File: config.mk
export PLATFORM = sky130hd
export DESIGN_NAME = swm_queue
export DESIGN_NICKNAME = d
export VERILOG_FILES = /design/src/rtl/swm_pkg.sv /design/src/rtl/swm_queue.sv
export SDC_FILE = /design/constraint.sdc
export NUM_CORES = 1
export LEC_CHECK = 0
export BUFFER_PORTS_ARGS = -buffer_cell sky130_fd_sc_hd__buf_2
export CORE_ASPECT_RATIO = 0.5
export CORE_MARGIN = 2
export CORE_UTILIZATION = 54
export CTS_CLUSTER_DIAMETER = 30
export DETAILED_ROUTE_END_ITERATION = 16
export GPL_ROUTABILITY_DRIVEN = 0
export PLACE_DENSITY_LB_ADDON = 0.15
export REMOVE_ABC_BUFFERS = 1
export SLEW_MARGIN = 5
export SYNTH_ARGS = -nofsm -noshare
export SYNTH_HDL_FRONTEND = slang
export SYNTH_SLANG_ARGS = --single-unit
File: constraint.sdc
create_clock -name aclk -period 2.3 [get_ports aclk]
set_input_delay 0.23 -clock aclk [delete_from_list [all_inputs] [get_ports aclk]]
set_output_delay 0.23 -clock aclk [all_outputs]
set_load 0.01 [all_outputs]
File: src/rtl/swm_pkg.sv
// ----------------------------------------------------------------------------
// swm_pkg
// Shared widths, constants and control types of the sliding window unit.
// ----------------------------------------------------------------------------
`default_nettype none

package swm_pkg;

    localparam int POS_BITS   = 16;
    localparam int CFG_BITS   = 7;
    localparam int TOTAL_BITS = 48;

    localparam logic [CFG_BITS-1:0] CFG_RESET = 7'd4;

    localparam logic [TOTAL_BITS-1:0] TOTAL_HI = {1'b0, {(TOTAL_BITS-1){1'b1}}};
    localparam logic [TOTAL_BITS-1:0] TOTAL_LO = {1'b1, {(TOTAL_BITS-1){1'b0}}};

    // per-cycle command to one deque row
    typedef struct packed {
        logic step;
        logic insert;
        logic clear;
    } dq_ctrl_t;

    // flags that travel with one window result
    typedef struct packed {
        logic valid;
        logic full;
        logic last;
    } res_flags_t;

endpackage

`default_nettype wire

File: src/rtl/swm_queue.sv
// ----------------------------------------------------------------------------
// swm_queue
// Front end: accepts input transactions, splits out sample and last flag
// and holds them in a two-entry queue for the deque engine.
// ----------------------------------------------------------------------------
`default_nettype none

module swm_queue import swm_pkg::*; #(
    parameter int SAMPLE_BITS = 16,
    parameter int IN_BITS     = 16
) (
    input  wire logic                   aclk,
    input  wire logic                   aresetn,
    input  wire logic                   s_tvalid,
    output logic                        s_tready,
    input  wire logic [IN_BITS-1:0]     s_tdata,
    input  wire logic                   s_tlast,
    output logic                        q_valid,
    output logic signed [SAMPLE_BITS-1:0] q_sample,
    output logic                        q_last,
    input  wire logic                   q_pop
);

    logic [SAMPLE_BITS:0] entry_reg [2];
    logic                 wr_ptr_reg, wr_ptr_next;
    logic                 rd_ptr_reg, rd_ptr_next;
    logic [1:0]           count_reg, count_next;
    logic                 push, pop;

    assign s_tready = (count_reg != 2'd2);
    assign push     = s_tvalid && s_tready;
    assign q_valid  = (count_reg != 2'd0);
    assign pop      = q_pop && q_valid;
    assign q_sample = entry_reg[rd_ptr_reg][SAMPLE_BITS-1:0];
    assign q_last   = entry_reg[rd_ptr_reg][SAMPLE_BITS];

    always_comb begin
        wr_ptr_next = push ? ~wr_ptr_reg : wr_ptr_reg;
        rd_ptr_next = pop ? ~rd_ptr_reg : rd_ptr_reg;
        count_next  = count_reg;
        if (push && !pop) begin
            count_next = count_reg + 2'd1;
        end else if (pop && !push) begin
            count_next = count_reg - 2'd1;
        end
    end

    always_ff @(posedge aclk) begin
        if (!aresetn) begin
            wr_ptr_reg <= 1'b0;
            rd_ptr_reg <= 1'b0;
            count_reg  <= 2'd0;
        end else begin
            wr_ptr_reg <= wr_ptr_next;
            rd_ptr_reg <= rd_ptr_next;
            count_reg  <= count_next;
        end
    end

    always_ff @(posedge aclk) begin
        if (push) begin
            entry_reg[wr_ptr_reg] <= {s_tlast, s_tdata[SAMPLE_BITS-1:0]};
        end
    end

endmodule

`default_nettype wire

* After elaboration in Yosys (flattened, before gate mapping)
Memories as Yosys holds them, arrays and structs flattened. A register that Yosys moved wholly into a read port is not among the register bits. Index checks and enable logic that the tools add are counted.
Word-level totals: memories kept 1, output and inout bits 19, bits in registers 4, logic and storage cells 23, RAM bits 34
Operators by class: multiplexer cells 6, reduce and logical (&&, ||, !) cells 8, bitwise operators 2, add/subtract/negate cells 2, equality and inequality tests 1
Memory list:
- entry_reg | depth 2, width 17, read ports 1, clocked after Yosys merged registers in 1, wr ports 1, line swm_queue.sv:24 | logic [SAMPLE_BITS:0] entry_reg [2];
Operator list (number):
- $logic_and 1x1->1 | 4
- $mux 1 | 4
- $mux 2 | 2
- $reduce_bool 2->1 | 2
- $add 2x1->2 const B | 1
- $logic_not 1->1 | 2
- $ne 2x2->1 const B | 1
- $not 1->1 | 2
- $sub 2x1->2 const B | 1

* Depth between registers and ports, before layout
depth after elaboration 6, mapped depth 6, gate-level depth less buffers 6

* Least setup slack after synthesis
OpenSTA, ideal clock, no wires.
kind reg2reg, start point register count_reg[0], end point register count_reg[1], setup slack 800 ps, stages on the path, launching flop included 6, arrival 1431 ps, clock period less this slack 1500 ps, setup time 70 ps, path through dfxtp_1 -> nand2b_4 -> and2_1 -> ha_1 -> or3_1 -> a21boi_1
Between the ends: cells in the longest elaborated chain, start to end 5, elaborated cells on any way between the ends 13
Ends and longest elaborated chain:
- start: declaration | line swm_queue.sv:27 | logic [1:0] count_reg, count_next;
- start signal: assignment | line swm_queue.sv:56 | count_reg <= count_next;
- $ne 2x2->1 * | line swm_queue.sv:30 | assign s_tready = (count_reg != 2'd2);
- via s_tready | line swm_queue.sv:15 | output logic s_tready,
- $logic_and 1x1->1 * | line swm_queue.sv:31 | assign push = s_tvalid && s_tready;
- via push | line swm_queue.sv:28 | logic push, pop;
- $logic_not 1->1 | line swm_queue.sv:43 | end else if (pop && !push) begin
- $logic_and 1x1->1 | line swm_queue.sv:43
- $reduce_bool 2->1 (no line)
Mark *: on every way through the listed nets, which the timed path passes. The rest lies on a longest branch. The select of a mux whose other input is x is not followed. A chain may end at the register's enable or synchronous reset.

* Worst setup path in the final report
start point register count_reg[0], end point memory entry_reg[0][13] (netlist name), enable pin
Between the ends: cells in the longest elaborated chain, start to end 4
Ends and longest elaborated chain:
- $ne 2x2->1 | line swm_queue.sv:30
- $logic_and 1x1->1 | line swm_queue.sv:31
- $mux 1 | line swm_queue.sv:61 | if (push) begin
- $mux 1 (not written as such) | line swm_queue.sv:62 | entry_reg[wr_ptr_reg] <= {s_tlast, s_tdata[SAMPLE_BITS-1:0]};
- end: declaration | line swm_queue.sv:24
No other way between the ends.

==> results.cfg <==
[cts]
worstSkewPairLatency_ns = 0.28
cts_tree = built
cts_buffer_depth = 2
path_clk_slew_ns = 0.07
root_buffer = clkbuf_8
htreeDepth = 2
cts_hold_buffers = 0
cts.sinks = 39
numCtsBuffers = 5
cts_setup_buffers = 0
cts_resized = 0

[die]
core.rowCount = 13
die_h_um = 40.9
io_pins = 40
die_area_um2 = 3180
fp.coreArea_um2 = 2590
start_util_pct = 56.7
die_x_um = 77.7

[yosys]
avgSynthCellArea_um2 = 19.1
yosysWarnings = 0
yosys_register_bits = 39
synthArstFlopShare_pct = 0
synthDistinctLibCells = 20
synth-main-ff-cell = edfxtp_1
ys_seq_area_share_pct = 76.4
syn_area_um2 = 1470
netlist_instances = 77
synth_edf_count = 34

[setup_path]
crit_start = count_reg[0]
crit_end = entry_reg[0][13]
start_kind = register
r2r-end = entry_reg[0][13]
reg2reg_depth = 3
rrSetupSlack_ns = 0.72
required_ns = 2.21
arrival_ns = 1.49
path_max_fanout = 17
r2r_start = count_reg[0]
worstSetupPathType = reg2reg
worstSetupEndpointType = register

[routing]
dr_total_vias = 751
ant_nets = 0
first_pass_iters = 4
via_per_inst = 4.69
routed_wl_mm = 2.08
wl_per_cell_um = 13.0
drc_errors = 0
drtIter0Drc = 19

[final_layout]
area_growth_pct = 21.9
largest_reg_flops = 34
num_antenna_cells = 0
final_cell_area_um2 = 1790
final_cell_mix = 39 x buf_2, 34 x edfxtp_1, 17 x mux2_2, 5 x dfxtp_1, 5 x clkbuf_8
drive_gt1_share_pct = 54.5
nNetsFinal = 145
final_common_cell = buf_2

[timing]
finalClockSkew_ns = 0.00513
setup_viol = 0
drv_slew = 0
worst_pin_slew_ns = 0.664
hold_ws_ns = 0.133
finalWorstPathRequiredPeriod_ns = 1.58
rsz0062_at_grt = false
finalSetupTns_ns = 0
hold_viol = 0
period_share_pct = 68.6
max_freq_mhz = 634
slew_headroom_pct = 55.7

[power]
p_leak_uw = 0.000689
ir_drop_uv = 651
pwr-share-comb_pct = 28.1
p_switching_uw = 506
switching_share_pct = 27.1
seqPwrFrac_pct = 50.0
p_per_area_nw_per_um2 = 1050
power.internal_uw = 1360
power.share.clock_pct = 22.0

[global_routing]
grt_max_degree = 18
grt_remaining_overflow = 0
grtUsageTotal_pct = 15.2
grt_pass1_wl_mm = 3.26
antenna_found_initial = 0
grt_pass1_vias = 732

[min_path]
hp-class = in2reg

[placed_design]
dp_hpwl_mm = 1.40
placed_area_um2 = 1710
port_buffers = 39

[run]
drv_cap = 0

[run_status]
status = finished clean
## critical path, stage by stage (launching register included)
cell and delay [ns]:
dfxtp_1 0.42, nand2b_4 0.18, nand3b_1 0.10, inv_1 0.50
## Yosys cell counts (2+ instances only)
cell      count  area, um2
and2_1        4       25.0
dfxtp_1       5        100
edfxtp_1     34       1020
mux2_2       17        191
xnor2_1       2       17.5
## final cells by class
class                           instances  area (um2)
Fill cell                             196         797
Multi-Input combinational cell         35         330
Sequential cell                        39        1120
Tap cell                               37        46.3
Timing Repair Buffer                   41         210
Clock buffer                            5        68.8
Inverter                                1        3.75
Clock inverter                          2        8.76
## layer usage
layer | GRT usage (%) | part of all wire [%]
met3 | 9.47 | 6.6
met2 | 25.4 | 48
met5 | 0 | 0
met4 | 5.36 | 0
met1 | 16.5 | 46
## metrics by stage
| stage | instances | worst slack [ns] | power [uW] | utilization (%) |
|---|---|---|---|---|
| global placement | 153 | 0.784 | 1470 | 66.2 |
| finish | 160 | 0.722 | 1870 | 69.2 |
| global route | 160 | 0.612 | 1980 | 69.2 |
| CTS | 160 | 0.716 | 1890 | 69.2 |
| floorplan | 75 | 0.800 | 1290 | - |
| detailed placement | 153 | 0.724 | 1480 | 66.2 |
## power groups by stage
stage	registers (uW)	logic (uW)	clock network [uW]
after CTS	934	535	426
after global placement	943	527	0
final	934	525	411
after detailed placement	949	531	0
after global routing	948	575	455
after floorplan	965	330	0
## logic make-up (layout without fill, tap and decap cells)
kind of cell	count (synthesis)	in the layout	synth area share, %
AO/OA/AOI/OAI	5	5	2.39
XOR/XNOR	3	3	1.79
adder cells (fa/ha/maj)	1	1	0.852
buffers and inverters	3	49	1.11
flip-flops	39	39	76.4
multiplexers	17	17	13.0
AND/OR/NAND/NOR	9	9	4.43
## how the worst min path moves through the flow
stage | from | end | slack [ns] | cells past startpoint
4_1_cts | s_tdata[9] | entry_reg[0][9] | 0.12 | 1
6_report | s_tdata[9] | entry_reg[1][9] | 0.13 | 1
5_1_grt | s_tdata[3] | entry_reg[1][3] | 0.11 | 1
3_5_place_dp | s_tdata[9] | entry_reg[0][9] | 0.42 | 1
3_3_place_gp | s_tdata[8] | entry_reg[1][8] | 0.42 | 1
2_1_floorplan | s_tdata[0] | entry_reg[0][0] | 0.33 | 0
Note: power is estimated with default switching activity, not from simulation.
