<file path="src/rtl/swm_pkg.sv">
// ----------------------------------------------------------------------------
// swm_pkg
// Shared widths, constants and control types of the sliding window unit.
// ----------------------------------------------------------------------------
`default_nettype none

package swm_pkg;

    localparam int POS_BITS   = 16;
    localparam int CFG_BITS   = 7;
    localparam int TOTAL_BITS = 48;

    localparam logic [CFG_BITS-1:0] CFG_RESET = 7'd4;

    localparam logic [TOTAL_BITS-1:0] TOTAL_HI = {1'b0, {(TOTAL_BITS-1){1'b1}}};
    localparam logic [TOTAL_BITS-1:0] TOTAL_LO = {1'b1, {(TOTAL_BITS-1){1'b0}}};

    // per-cycle command to one deque row
    typedef struct packed {
        logic step;
        logic insert;
        logic clear;
    } dq_ctrl_t;

    // flags that travel with one window result
    typedef struct packed {
        logic valid;
        logic full;
        logic last;
    } res_flags_t;

endpackage

`default_nettype wire

</file>
<file path="src/rtl/swm_accum.sv">
// ----------------------------------------------------------------------------
// swm_accum
// Adds each full window's max plus min to the saturating running total
// and holds the result transaction in the output register.
// ----------------------------------------------------------------------------
`default_nettype none

module swm_accum import swm_pkg::*; #(
    parameter int SAMPLE_BITS = 16
) (
    input  wire logic                          aclk,
    input  wire logic                          aresetn,
    input  wire res_flags_t                    r_flags,
    input  wire logic signed [SAMPLE_BITS-1:0] r_wmax,
    input  wire logic signed [SAMPLE_BITS-1:0] r_wmin,
    output logic                               r_ready,
    output logic                               o_valid,
    input  wire logic                          o_ready,
    output logic [SAMPLE_BITS-1:0]             o_wmax,
    output logic [SAMPLE_BITS-1:0]             o_wmin,
    output logic                               o_full,
    output logic [TOTAL_BITS-1:0]              o_total,
    output logic                               o_last
);

    logic [TOTAL_BITS-1:0]        total_reg, total_next;
    logic                         valid_reg, valid_next;
    logic [SAMPLE_BITS-1:0]       wmax_reg, wmin_reg;
    logic                         full_reg, last_reg;
    logic [TOTAL_BITS-1:0]        out_total_reg;
    logic signed [TOTAL_BITS:0]   sum;
    logic [TOTAL_BITS-1:0]        sat, new_total;
    logic                         take;

    assign r_ready = !valid_reg || o_ready;
    assign take    = r_flags.valid && r_ready;

    always_comb begin
        sum = $signed({total_reg[TOTAL_BITS-1], total_reg})
            + (TOTAL_BITS+1)'(r_wmax) + (TOTAL_BITS+1)'(r_wmin);
        if (sum[TOTAL_BITS] != sum[TOTAL_BITS-1]) begin
            sat = sum[TOTAL_BITS] ? TOTAL_LO : TOTAL_HI;
        end else begin
            sat = sum[TOTAL_BITS-1:0];
        end
        new_total  = r_flags.full ? sat : total_reg;
        total_next = total_reg;
        valid_next = valid_reg;
        if (o_ready) begin
            valid_next = 1'b0;
        end
        if (take) begin
            total_next = r_flags.last ? '0 : new_total;
            valid_next = 1'b1;
        end
    end

    always_ff @(posedge aclk) begin
        if (!aresetn) begin
            total_reg <= '0;
            valid_reg <= 1'b0;
        end else begin
            total_reg <= total_next;
            valid_reg <= valid_next;
        end
    end

    always_ff @(posedge aclk) begin
        if (take) begin
            wmax_reg      <= r_wmax;
            wmin_reg      <= r_wmin;
            full_reg      <= r_flags.full;
            last_reg      <= r_flags.last;
            out_total_reg <= new_total;
        end
    end

    assign o_valid = valid_reg;
    assign o_wmax  = wmax_reg;
    assign o_wmin  = wmin_reg;
    assign o_full  = full_reg;
    assign o_total = out_total_reg;
    assign o_last  = last_reg;

endmodule

`default_nettype wire

</file>
<file path="config.mk">
export PLATFORM = sky130hd
export DESIGN_NAME = swm_accum
export DESIGN_NICKNAME = d
export VERILOG_FILES = /design/src/rtl/swm_pkg.sv /design/src/rtl/swm_accum.sv
export SDC_FILE = /design/constraint.sdc
export NUM_CORES = 1
export LEC_CHECK = 0
export ABC_AREA = 1
export BUFFER_PORTS_ARGS = -buffer_cell sky130_fd_sc_hd__buf_2
export CAP_MARGIN = 20
export CORE_UTILIZATION = 60
export DETAILED_ROUTE_END_ITERATION = 6
export PLACE_DENSITY = 0.88
export SYNTH_ARGS = -nofsm -noshare
export SYNTH_HDL_FRONTEND = slang
export SYNTH_SLANG_ARGS = --single-unit
</file>
<file path="constraint.sdc">
create_clock -name aclk -period 4 [get_ports aclk]
set_input_delay 0.2 -clock aclk [delete_from_list [all_inputs] [get_ports aclk]]
set_output_delay 0.2 -clock aclk [all_outputs]
set_load 0.005 [all_outputs]
</file>
# ---- Word-level counts from Yosys, hierarchy flattened
# Cells that the tools add are included.
dict set report classes {
  n_shift 0
  n_eq_ne 1
  reduce_logical 4
  n_bitwise 0
  addsub 2
  multipliers 0
  n_div 0
  mux 6
  order_cmp 0
}
# op count
set ops {}
lappend ops {{$mux 48} 4}
lappend ops {{$add 48x16->49} 1}
lappend ops {{$add 49x16->49} 1}
lappend ops {{$mux 1} 2}
lappend ops {{$reduce_bool 2->1} 1}
lappend ops {{$logic_and 1x1->1} 1}
lappend ops {{$logic_not 1->1} 1}
lappend ops {{$logic_or 1x1->1} 1}
lappend ops {{$ne 1x1->1} 1}
dict set report totals {
  rom_bits 0
  mem_count 0
  wordCells 20
  latchBits 0
  mem_bits_rw 0
  inputBits 38
  out_inout_bits 84
  register_bits 131
}

# ---- Longest topological paths before layout
dict set report depth {
  ltp_word 6
  ltp_mapped 22
  ltp_nobuf 20
}

# ---- Worst setup path before layout
# OpenSTA, ideal clock, no wires.
dict set report synth_path {
  path_kind {register to register}
  start {register total_reg[1]}
  end {register out_total_reg[16] (netlist: o_total[16]), data pin}
  slack_ns 1.176
  period_less_slack_ns 2.824
  required_time_ns 3.731
  setup_time_ns 0.269
  n_path_buf 2
  stages_incl_launch_ff 19
  t_arrival_ns 2.555
  path_cell_list {dfxtp_1 > fa_1 > ha_1 > inv_1 > fa_1 > inv_1 > nand2_1 > nand3_2 > nand2_1 > nand2_2 > nand2_2 > nand3_2 > nand2_1 > nand2_1 > nand2_1 > buf_4 > buf_6 > nand3b_1 > nand3_1}
}
dict set report synth_via {
  elab_chain_cells 5
  word_cells_on_any_way 6
  classes_between {add/sub: 2; eq/ne: 1; mux: 3}
}
# item line
set synth_rtl {}
lappend synth_rtl {{start, declared} swm_accum.sv:26} ;# logic [TOTAL_BITS-1:0] total_reg, total_next;
lappend synth_rtl {{start signal, assigned} swm_accum.sv:63} ;# total_reg <= total_next;
lappend synth_rtl {{$add 48x16->49 *} swm_accum.sv:40} ;# + (TOTAL_BITS+1)'(r_wmax) + (TOTAL_BITS+1)'(r_wmin);
lappend synth_rtl {{$add 49x16->49 *} swm_accum.sv:40}
lappend synth_rtl {{$mux 48 / $ne 1x1->1 (equally long branches)} {swm_accum.sv:42, swm_accum.sv:41}}
lappend synth_rtl {{$mux 48 *} swm_accum.sv:41} ;# if (sum[TOTAL_BITS] != sum[TOTAL_BITS-1]) begin
lappend synth_rtl {{$mux 48 *} swm_accum.sv:46} ;# new_total = r_flags.full ? sat : total_reg;
lappend synth_rtl {{net new_total[16]} swm_accum.sv:32} ;# logic [TOTAL_BITS-1:0] sat, new_total;
lappend synth_rtl {{end signal, assigned} swm_accum.sv:74} ;# out_total_reg <= new_total;
lappend synth_rtl {{end, declared} swm_accum.sv:30} ;# logic [TOTAL_BITS-1:0] out_total_reg;
# Mark *: on every way through the listed nets, which the timed path passes. The rest lies on a longest branch.
# A chain may end at the register's enable or synchronous reset.

# ---- Worst setup path after layout
dict set report layout_path {
  start {input r_wmax[1]}
  end {register total_reg[9]}
}
dict set report layout_via {
  elab_chain_cells 6
  word_cells_on_any_way 7
  classes_between {add/sub: 2; eq/ne: 1; mux: 4}
}
# item line
set layout_rtl {}
lappend layout_rtl {{start, declared} swm_accum.sv:14} ;# input wire logic signed [SAMPLE_BITS-1:0] r_wmax,
lappend layout_rtl {{$add 48x16->49 *} swm_accum.sv:40}
lappend layout_rtl {{$add 49x16->49 *} swm_accum.sv:40}
lappend layout_rtl {{$mux 48 / $ne 1x1->1 (equally long branches)} {swm_accum.sv:42, swm_accum.sv:41}}
lappend layout_rtl {{$mux 48 *} swm_accum.sv:41}
lappend layout_rtl {{$mux 48 *} swm_accum.sv:46}
lappend layout_rtl {{net new_total[9]} swm_accum.sv:32}
lappend layout_rtl {{$mux 48 *} swm_accum.sv:53} ;# total_next = r_flags.last ? '0 : new_total;
# Marked as above.

==> run summary <==
Reg2reg setup slack - 0.41 ns
H-Tree Depth - 4
Initial antenna violation count - 1
Worst-path fanout max - 18
CP Class - input port to flop
Core area - 15,900 um2
NetSw - 2.28 mW
Row count - 46
Final #Nets - 1,599
Startpoint types - input port
Netlist Area Pre-Place - 9840 um2
Vias in the first global route - 9,368
Final GP Congestion - 0.992
Flop pwr share - 0.304
RR Startpoint - total_reg[1]$_SDFFE_PN0P_
Count leader, synth - nand2_1
TritonCTS Buffers - 17
Share of the synthesized area in the top cell type - 0.250
Largest net degree at the start of global routing - 56
Root Driver - clkbuf_16
IO buf count - 121
DR top layer - met4
Post-synth EDFFs - 82
Largest cells by area after synthesis - edfxtp_1 25%, nand2_1 19%, dfxtp_1 10%
Worst Skew - 0.0113 ns
Warnings from Yosys - 0
Final hold viol count - 0
Int Power - 3.42 mW
Number of DRC markers in iteration 0 - 1,020
XOR/XNOR Fraction of Synth Area - 0.0276
Vias - 9,666
Pleak - 5.53 nW
RSZ-0062 raised after global routing - no
Mean Syn Cell Area - 7.53 um2
Outcome - completed
CP max stage cell - fa_1
CTS tree - built
Synth Net Count - 1,441
Via density - 5.70
Drt drc - 0
Clk sinks - 131
Mapped Cells - 1,307
Worst r2r path cells - 18
Top delay family on crit path - adder cells
Crit-path cells - dlygate4sd3_1 > buf_2 > fa_1 > ha_1 > inv_1 > fa_1 > inv_1 > nand2_1 > nand3_2 > nand2_1 > nand2_2 > nand2_2 > nand4_1 > nand2_1 > nand2_1 > buf_4 > nand3_1 > nand3_1 > nand2_1 > a21oi_1
Worst-Margin Slew - 0.828 ns
Reg2Reg Capture Point - total_reg[9]$_SDFFE_PN0P_
Clock transition at the registers of the reported paths - 0.07 ns
Met3 wire len - 2660 um
Synth Area in Compound Gates - 0.0783
Fin. max-slew vios - 0
Initial DRT Pass Iterations - 7
Min-delay worst type - input port to flop
Worst Hold Endpoint - o_last$_DFFE_PP_
Die Ht - 130 um
Post-synth top area cell - edfxtp_1
Most frequent cell on the critical path - nand2_1
Die width - 130 um
Minimum clock period - 3.73 ns
Metal2 WL - 14,700 um
Sequential area share after synthesis - 0.350
GRT Total Usage - 0.386
Clk buf depth - 2
Worst hold stages - 1
Fill count - 1,226
I/O pin cnt - 122
Sw Share - 0.400
Final setup vio count - 0
Clock Latency Late Sink - 0.44 ns
Maximum VDD drop - 314 uV
Post-synth top cells - 496 x nand2_1, 143 x inv_1, 97 x a21oi_1
Share of cells above drive strength 1 - 0.150
Wire length on met1 - 12,100 um
Core Util, Final - 0.731
Power Density - 489 nW/um2
Largest family of logic cells by synthesized area - simple AND/OR/NAND/NOR gates
# Post-CTS Setup Buffers - 0
Final ANT Viol Nets - 0
Sum Neg Setup Slack - 0 ns
Area Growth Syn to Fin - 18.4%
Comb power frac - 0.412
First-pass GRT wire length - 48,800 um
Initial Util - 0.617
Power Total - 5.70 mW
Post-synth top flop - edfxtp_1
Crit. End Element - flop
Synth Area in Adders - 0.159
CP bufs+invs - 5
Flops & latches, synth - 131
Data required, critical path - 4.35 ns
GRT overflow - 0
Max Freq - 268 MHz
Yosys cell types - 36
Post-DR wirelength/cell - 18.2 um
Peak per-stage delay on the critical path - 0.57 ns
Critical path arrival - 4.09 ns
Async SR Flop Fraction - 0
Routed wire length - 30,900 um
Mux contribution to synthesized area - 0
Die Area - 16,900 um2
Final HPWL DP - 22,000 um
Synth Area in Simple Gates - 0.310
Total of max-cap violations - 0
Beginning of the worst hold path - r_flags[0]
Relative slew slack - 0.448
Clock share of power - 0.284
Tcrit/Tclk final - 0.933
[stage by stage]
step	cells	cell area (um2)	hold WS [ns]	worst slack [ns]
final	1695	11700	0.0367	0.268
after global routing	1694	11700	0.0358	0.139
after floorplan	1307	9840	0.299	1.18
after detailed placement	1632	10700	0.415	0.349
after global placement	1632	10700	0.413	0.445
after CTS	1694	11600	0.00954	0.298
[cell type report]
type	count	area [um2]	share of cell area
antenna	1	2.50	0.000215
sequential	131	3440	0.295
clock buffer	18	429	0.0368
clock inverter	14	166	0.0143
inverter	150	564	0.0484
tap	216	270	0.0232
timing repair buffer	171	1090	0.0938
multi-input combinational	994	5680	0.488
[power groups by stage]
stage	sequential, mW	clock, mW	combinational, mW
global placement	1.75	0	2.14
finish	1.73	1.62	2.35
global route	1.75	1.67	2.59
floorplan	1.77	0	1.52
detailed placement	1.76	0	2.19
CTS	1.73	1.61	2.25
[repair_timing]
item | CTS | global route
hold buffers | 30 | 0
endpoints found under the hold margin | 30 | 0
setup endpoints to repair | 0 | 1
gates resized for setup | 0 | 1
[worst reg2reg max path, stage by stage, from the launching register on]
cell and delay [ns]:
dfxtp_1 0.35, fa_1 0.53, ha_1 0.30, inv_1 0.09, fa_1 0.45, inv_1 0.13
nand2_1 0.07, nand3_2 0.13, nand2_1 0.08, nand2_2 0.16, nand2_2 0.12, nand4_1 0.11
nand2_1 0.08, nand2_1 0.09, buf_4 0.26, nand3_1 0.11, nand3_1 0.17, nand2_1 0.10
a21oi_1 0.17
[kinds of logic (layout without fill, tap and decap cells)]
kind of cell	Yosys count	count (layout)
adders and majority gates	96	96
DFF	131	131
xor gates and xnor gates	31	31
and+or+nand+nor	728	728
other	0	1
buffers and inverters	182	353
AOI/OAI and AO/OA	139	139
[layout by cell type, fill, tap and decap left out, types with 4 or more instances in the layout]
cell,n
xnor2_1,18
nor2_2,9
a21oi_1,97
nand2_1,495
clkbuf_16,17
nand4_1,19
inv_2,6
nor2_1,75
inv_6,6
nand3b_1,11
ha_1,47
dfxtp_1,49
nor3_1,12
o21bai_1,17
inv_1,142
a21oi_2,4
edfxtp_1,82
fa_1,49
nand2_2,22
buf_2,121
o21ai_0,14
dlygate4sd3_1,30
xor2_1,13
buf_4,17
nand3_1,73
[how the worst max path moves through the flow]
stage	end	start	slack (ns)	cells after the start
after detailed placement	total_reg[11]$_SDFFE_PN0P_	r_wmin[15]	0.35	15
final	total_reg[9]$_SDFFE_PN0P_	r_wmax[1]	0.27	20
after global routing	total_reg[41]$_SDFFE_PN0P_	r_wmax[1]	0.14	22
after floorplan	o_total[16]$_DFFE_PP_	total_reg[1]$_SDFFE_PN0P_	1.18	18
after global placement	o_total[39]$_DFFE_PP_	r_wmin[15]	0.45	17
after CTS	total_reg[9]$_SDFFE_PN0P_	r_wmax[1]	0.30	19
[per-layer routing]
layer / vias up / track usage
met2: 594 / 0.652
met1: 4414 / 0.463
met5: - / 0
met3: 139 / 0.0931
li1: 4519 / -
met4: 0 / 0.186
No activity file was read; power rests on OpenSTA's default activity.
